### src/design/glyph_tile_shader_assert.svh
// Assertion macros for the glyph tile shader.
`ifndef GLYPH_TILE_SHADER_ASSERT_SVH
`define GLYPH_TILE_SHADER_ASSERT_SVH

// Same-cycle implication, sampled on clk, off during reset.
`define GTS_ASSERT_NOW(label, ante, cons) \
    label: assert property (@(posedge clk) disable iff (!rst_n) (ante) |-> (cons)) \
        else $error("glyph_tile_shader: same-cycle check failed");

// Next-cycle implication, sampled on clk, off during reset.
`define GTS_ASSERT_NEXT(label, ante, cons) \
    label: assert property (@(posedge clk) disable iff (!rst_n) (ante) |=> (cons)) \
        else $error("glyph_tile_shader: next-cycle check failed");

`endif

### src/design/gts_ram.sv
`timescale 1ns / 1ps

module gts_ram #(
    parameter int WIDTH  = 8,
    parameter int DEPTH  = 64,
    parameter int ADDR_W = (DEPTH > 1) ? $clog2(DEPTH) : 1
) (
    input  logic              clk,
    input  logic              we,
    input  logic [ADDR_W-1:0] waddr,
    input  logic [WIDTH-1:0]  wdata,
    input  logic              re,
    input  logic [ADDR_W-1:0] raddr,
    output logic [WIDTH-1:0]  rdata
);

    logic [WIDTH-1:0] mem [DEPTH];
    logic [WIDTH-1:0] rdata_reg;

    always_ff @(posedge clk)
    begin
        if (we)
        begin
            mem[waddr] <= wdata;
        end
        if (re)
        begin
            rdata_reg <= mem[raddr];
        end
    end

    assign rdata = rdata_reg;

endmodule

### config.mk
export PLATFORM = sky130hd
export DESIGN_NAME = gts_ram
export DESIGN_NICKNAME = d
export VERILOG_FILES = /design/src/design/glyph_tile_shader_assert.svh /design/src/design/gts_ram.sv
export SDC_FILE = /design/constraint.sdc
export NUM_CORES = 1
export LEC_CHECK = 0
export BUFFER_PORTS_ARGS = -buffer_cell sky130_fd_sc_hd__buf_2
export CAP_MARGIN = 20
export CORE_MARGIN = 3
export CORE_UTILIZATION = 35
export CTS_BUF_LIST = sky130_fd_sc_hd__clkbuf_8
export DETAILED_ROUTE_END_ITERATION = 6
export MAX_ROUTING_LAYER = met4
export PLACE_DENSITY = 0.6
export SETUP_SLACK_MARGIN = 0.5
export SYNTH_ARGS = -nofsm -noshare
export SYNTH_HDL_FRONTEND = slang
export SYNTH_SLANG_ARGS = --single-unit
### constraint.sdc
create_clock -name clk -period 2.1 [get_ports clk]
set_input_delay 0.42 -clock clk [delete_from_list [all_inputs] [get_ports clk]]
set_output_delay 0.42 -clock clk [all_outputs]
set_load 0.01 [all_outputs]
==> metrics.md, run 1 <==
| Metric | Value |
|---|---|
| Status | complete, no violations |
| Critical Path Start | mem[20][4]$_DFFE_PP_ |
| Starting DRC count in detailed routing | ~940 |
| CP Launch Type | register |
| Max-slew violations | 0 |
| Layout filler cell count | about 5,000 |
| Hold Vio Cnt, Final | 0 |
| Die X | approximately 250 µm |
| EDFF count, synth | 520 |
| Placed Cells | 1,802 |
| Io pins | 31 |
| Nets | 1,155 |
| GRT Total Usage | between 10% and 20% |
| Critical Path Sink Type | register |
| First-pass GRT wire length | around 71 mm |
| Core outline area | 56,800 µm² |
| Num rows | slightly below 90 |
| Pwr/cell area | ~860 nW/µm² |
| Max frequency | roughly 0.50 GHz |
| Minimum clock period | 1.99 ns |
| CTS tree | done |
| Library cells used by synthesis | 39 |
| Largest family of logic cells by synthesized area | multiplexers |
| Commonest non-fill, non-tap cell in the layout | edfxtp_1 |
| CP Buf/Inv Count | 0 |
| Netlist Area Pre-Place | between 20,000 and 25,000 µm² |
| Number of H-tree levels | 3 |
| Relative slew slack | about 47% |
| Mux cell area share after synthesis | 15.9% |
| Worst-case reg-to-reg path depth | 5 |
| Largest net degree at the start of global routing | between 60 and 70 |
| Worst-skew pair later-pin latency | around 0.65 ns |
| Cell Count, Final, Fillers Out | 1,951 |
| Sequential share of the synthesized area | between 70% and 80% |
| R2r setup slk | about 0.11 ns |
| Placed Area | 22,800 µm² |
| Synth Area per Inst | 21.5 µm² |
| Hold_sp | re |
| Total power | between 20,000 and 25,000 µW |
| Initial antenna violation count | 5 |
| Worst path required time | 2.48 ns |
| Period utilization | between 90 and 100% |
| CTS Buffer Depth | 3 |
| CTS sink cnt | 520 |
| Initial Utilization | 35.6% |
| Slowest stage delay, CP | between 0.4 and 0.5 ns |
| Synthesized Nets | 963 |
| Hold Crit Class | in2reg |
| Seq cells post-synth | 520 |
| P_leak | 0.00778 µW |
| Vias | ~10,000 |
| Worst Path Max Fanout | 1 |
| Die area | 60,800 µm² |
| Setup Buffers After CTS | 0 |
| Post-Synth XOR/XNOR Area | 0% |
| Via density | 5.16 |
| Crit. path cell count | 5 |
| Final setup violating endpoints | 0 |
| Most frequent cells in the layout | 520 x edfxtp_1, 126 x mux4_2, 107 x buf_4 |
| Critical path class | reg2reg |
| Routed WL per cell | about 25 µm |
| CTS Buf Count | a little over 80 |
| Synth warn | 0 |
| I/O Buffers | 30 |
| Antenna violation net count after detailed routing | 0 |
| Family with the most delay on the worst path | multiplexers |
| Total of max-cap violations | 0 |
| Prevailing post-synth register cell | edfxtp_1 |
| CP Capture Point | rdata[4]$_DFFE_PP_ |
| Worst Path Arrival | around 2.4 ns |
| Max reg flops | roughly 510 |
| Reg clk slew, reported paths | about 0.060 ns |
| Congestion Overflow GR | 0 |
| Detail Placement HPWL | ~31 mm |
| Actual slew at the worst max-slew pin | ~0.79 ns |
| Number of global-route vias before repair | 10,600 |
| Multi-input combinational cell area | 5010 µm² |
| Layout cells sized above 1 | 41.2% |
| Synth Area in Adders | 0% |
| Die height | between 200 and 250 µm |
| Worst-path cell chain | mux4_2, mux2_4, o221a_4, nor3_4, o32ai_2 |
| FF+latch area | between 15,000 and 20,000 µm² |
| Area Growth Syn to Fin | 21.2% |
| Final core occ | between 40% and 50% |
| Simple-gate share of the synthesized area | 3.37% |
| RSZ-0062 raised after global routing | yes |
| DR DRC count | 0 |
| Clock skew | approximately 0.027 ns |
| Clk root buf | clkbuf_8 |
| Drt total wl | 48.0 mm |
| Slowest CP cell | mux4_2 |
| Reg2reg end | rdata[4]$_DFFE_PP_ |
| Max IR drop VDD | between 0.5 and 0.6 mV |
| Post-synth ARST share | 0% |
| Gp weighted congestion | 0.830 |
| Syn Inst Count | 940 |
| First-pass DRT Iterations | 7 |
| Critical register-to-register path startpoint | mem[20][4]$_DFFE_PP_ |
| Compound-Gate Fraction of Synth Area | between 2 and 2.5% |
| Design area | about 25,000 µm² |
## metal layers
layer	part of all wire, %	global-route usage [%]	vias up
met5	0	-	-
met4	1.8	4.37	0
met3	7.2	4.97	66
met2	47	24.9	327
met1	44	22.4	5318
li1	-	-	4349
## worst min path at each step
stage                                     end  slack [ns]  depth (start not counted)
after detailed placement   rdata[6]$_DFFE_PP_        0.81                          1
after global routing       rdata[4]$_DFFE_PP_        0.11                          1
final                      rdata[6]$_DFFE_PP_        0.16                          1
after CTS                  rdata[6]$_DFFE_PP_        0.09                          1
after global placement     rdata[4]$_DFFE_PP_        0.80                          1
after floorplan           mem[0][0]$_DFFE_PP_        0.52                          0
## cell type report
cell class	count	area share [%]
well taps	756	3.86
flip-flops and latches	520	63.7
multi-input cells	369	20.4
diodes	4	0.0408
clock buffers	87	4.88
clock inverters	57	1.35
repair buffers	158	5.78
## synth_stat cells (6+ instances only)
master	number	area (µm²)
buf_4	13	97.6
mux4_2	126	2840
nand2_1	19	71.3
buf_2	11	55.1
nor3_1	7	35.0
nor2b_1	14	87.6
nand2b_1	7	43.8
a221oi_1	6	52.6
mux2i_1	23	230
o221ai_1	8	70.1
edfxtp_1	520	15600
mux2_2	13	146
nor2_1	83	312
clkbuf_1	17	63.8
nand3_1	13	65.1
o22ai_1	8	50.1
## metrics by stage
step	setup slack (ns)	hold slack, ns	setup TNS, ns
2_1_floorplan	-0.00529	0.519	-0.0222
3_3_place_gp	-0.665	0.804	-4.03
3_5_place_dp	-0.622	0.807	-4.14
4_1_cts	0.154	0.0876	0
5_1_grt	0.0935	0.113	0
6_report	0.114	0.159	0
## power by group
part           switching (µW)  total, µW  internal, µW
Sequential               43.4      11600         11500
Combinational             776       1350           575
Clock                    3820       8120          4300
Total                    4640      21000         16400
## timing repair
item,4_1_cts,5_1_grt
resized for setup,21,6
pin swaps,6,2
hold buffers,0,0
endpoints found under the setup margin,16,16
## cell families after synthesis
group           count (synthesis)
buf+inv                        51
flops                         520
compound gates                 54
simple gates                  153
mux                           162
(Power assumes the default switching activity.)
==> inputs of run 2 (changes only) <==
==> constraint.sdc (replaced) <==
create_clock -name clk -period 2.1 [get_ports clk]
set_input_delay 0.42 -clock clk [delete_from_list [all_inputs] [get_ports clk]]
set_output_delay 0.42 -clock clk [all_outputs]
set_load 0.005 [all_outputs]
==> run 2 against run 1 <==
Die area stayed put; count of clock-buffer cells in the layout stayed put; worst setup slack better by 0.0015 ns; power hardly changed; non-clock buffer count stayed put; maximum frequency hardly changed; first-iteration DRC count is 1.2% higher; sequential cell count stayed put; global-route usage stayed put; sequential share of layout area hardly changed; clock power hardly changed; critical path depth stayed put; critical endpoint unchanged.
==> metrics.md, run 2 (synthesized netlist as in run 1, its figures left out) <==
| Metric | Value |
|---|---|
| Routed WL per cell | roughly 25 µm |
| Routing usage on met2 | 24.9% |
| Vias | 10,000 |
| Num rows | 87 |
| Layout cells sized above 1 | 41.2% |
| Worst-case reg-to-reg path depth | 5 |
| CTS sink cnt | 520 |
| Fraction of power consumed by the clock network | about two fifths |
| Int Pwr | about 16,000 µW |
| Reg2reg end | rdata[4]$_DFFE_PP_ |
| Die X | roughly 250 µm |
| Starting DRC count in detailed routing | between 900 and 1,000 |
| Setup TNS | 0 ns |
| CTS tree | done |
| Fin Hold WS | 0.150 ns |
| Clk root buf | clkbuf_8 |
| Antenna violation net count after detailed routing | 0 |
| Cell Count, Final, Fillers Out | a little under 2,000 |
| Final setup violating endpoints | 0 |
| Post-CTS Hold Fix Bufs | 0 |
| Drt total wl | 48.0 mm |
| R2r setup slk | 0.12 ns |
| Worst hold path stage count | 1 |
| Worst-skew pair later-pin latency | 0.65 ns |
| Worst Path Max Fanout | 1 |
| Number of H-tree levels | 3 |
| Global Route met3 Usage | under 10% |
| Worst path required time | 2.48 ns |
| Hold endpoint | rdata[6]$_DFFE_PP_ |
| Relative slew slack | 47.7% |
| GR peak layer | met2 |
| Switching share of power | between 20 and 25% |
| Placed Cells | between 1,500 and 2,000 |
| CP Launch Type | register |
| GR Layer Usage met1 | about 22% |
| Status | complete, no violations |
| Pwr/cell area | approximately 860 nW/µm² |
| Sequential Power Share | a little under three fifths |
| Max reg flops | just over 500 |
| Reg clk slew, reported paths | ~0.060 ns |
| P_leak | about 0.0078 µW |
| FF+latch area | roughly 16,000 µm² |
| Minimum clock period | about 2 ns |
| Critical path class | reg2reg |
| First-pass DRT Iterations | 5 |
| Sw Pwr | between 4000 and 5000 µW |
| Initial antenna violation count | 6 |
| Most frequent cells in the layout | 520 x edfxtp_1, 126 x mux4_2, 107 x buf_4 |
| Gate power share | under 10% |
| Max-slew violations | 0 |
| I/O Buffers | 30 |
| Nets | 1,155 |
| Hold Vio Cnt, Final | 0 |
| First-pass GRT wire length | a little over 70 mm |
| Critical Path Sink Type | register |
| Worst Path Arrival | approximately 2.4 ns |
| Number of global-route vias before repair | 10,600 |
| Io pins | 31 |
| Hold_sp | re |
| Detail Placement HPWL | between 30 and 40 mm |
| Largest net degree at the start of global routing | 65 |
| Layout filler cell count | between 4,000 and 5,000 |
| GRT Total Usage | roughly 17% |
| Critical register-to-register path startpoint | mem[20][4]$_DFFE_PP_ |
| Die area | ~61,000 µm² |
| Actual slew at the worst max-slew pin | ~0.8 ns |
| Total of max-cap violations | 0 |
| CTS Buffer Depth | 3 |
| RSZ-0062 raised after global routing | yes |
| Die height | 247 µm |
| Commonest non-fill, non-tap cell in the layout | edfxtp_1 |
| Area Growth Syn to Fin | 21.1% |
| DR DRC count | 0 |
| Gp weighted congestion | roughly 0.83 |
| Clock skew | 0.0277 ns |
| Critical Path Start | mem[20][4]$_DFFE_PP_ |
| Congestion Overflow GR | 0 |
| Period utilization | around 95% |
| CTS Buf Count | 83 |
| Max frequency | 0.504 GHz |
| Initial Utilization | 35.6% |
| Max IR drop VDD | 0.560 mV |
| Via density | 5.15 |
| Hold Crit Class | in2reg |
| Core outline area | about 57,000 µm² |
| Multi-input combinational cell area | roughly 5000 µm² |
run 2: cell count changes in the layout (fill, tap and decap cells not counted):
cell,before,now
buf_2,26,27
buf_6,1,0
run 2: worst max-delay path, stage by stage (launching register included):
cell and delay [ns]:
edfxtp_1 0.37, mux4_2 0.49, mux2_4 0.29, o221a_4 0.27, nor3_4 0.20, o32ai_2 0.11
run 2: area by class of cell:
cell class,count,area share (%)
diodes,4,0.0408
clock buffers,87,4.88
clock inverters,57,1.35
multi-input cells,369,20.4
flip-flops and latches,520,63.7
well taps,756,3.86
repair buffers,158,5.76
run 2: layer usage:
layer / vias to the layer above / share of wire, %
met5: - / 0
met4: 0 / 1.8
met1: 5298 / 44
li1: 4348 / -
met3: 65 / 7.3
met2: 331 / 47
run 2: timing repair:
action,CTS,global route
gates resized for setup,21,5
pin swaps,6,2
buffers inserted,0,0
endpoints found under the setup margin,16,16
run 2: power by group through the flow:
stage	clock, µW	combinational [µW]	sequential, µW
final	8130	1340	11600
after CTS	8320	1350	11600
after global routing	8820	1430	11600
after detailed placement	0	1310	11800
after global placement	0	1300	11800
after floorplan	0	698	11700
run 2: worst max-delay path by stage:
| stage | depth (start not counted) | to | slack [ns] |
|---|---|---|---|
| 2_1_floorplan | 7 | rdata[7]$_DFFE_PP_ | -0.005 |
| 3_3_place_gp | 7 | rdata[4]$_DFFE_PP_ | -0.67 |
| 3_5_place_dp | 7 | rdata[6]$_DFFE_PP_ | -0.62 |
| 4_1_cts | 5 | rdata[4]$_DFFE_PP_ | 0.15 |
| 5_1_grt | 5 | rdata[4]$_DFFE_PP_ | 0.09 |
| 6_report | 5 | rdata[4]$_DFFE_PP_ | 0.12 |
run 2: metrics by stage:
step | total power, µW | utilization, % | setup WS [ns] | instance area (µm²)
3_5_place_dp | 13100 | 40.2 | -0.622 | 22800
6_report | 21000 | 43.2 | 0.115 | 24500
5_1_grt | 21800 | 43.2 | 0.0935 | 24500
2_1_floorplan | 12400 | - | -0.00529 | 20900
3_3_place_gp | 13100 | 40.2 | -0.665 | 22800
4_1_cts | 21200 | 43.1 | 0.154 | 24500
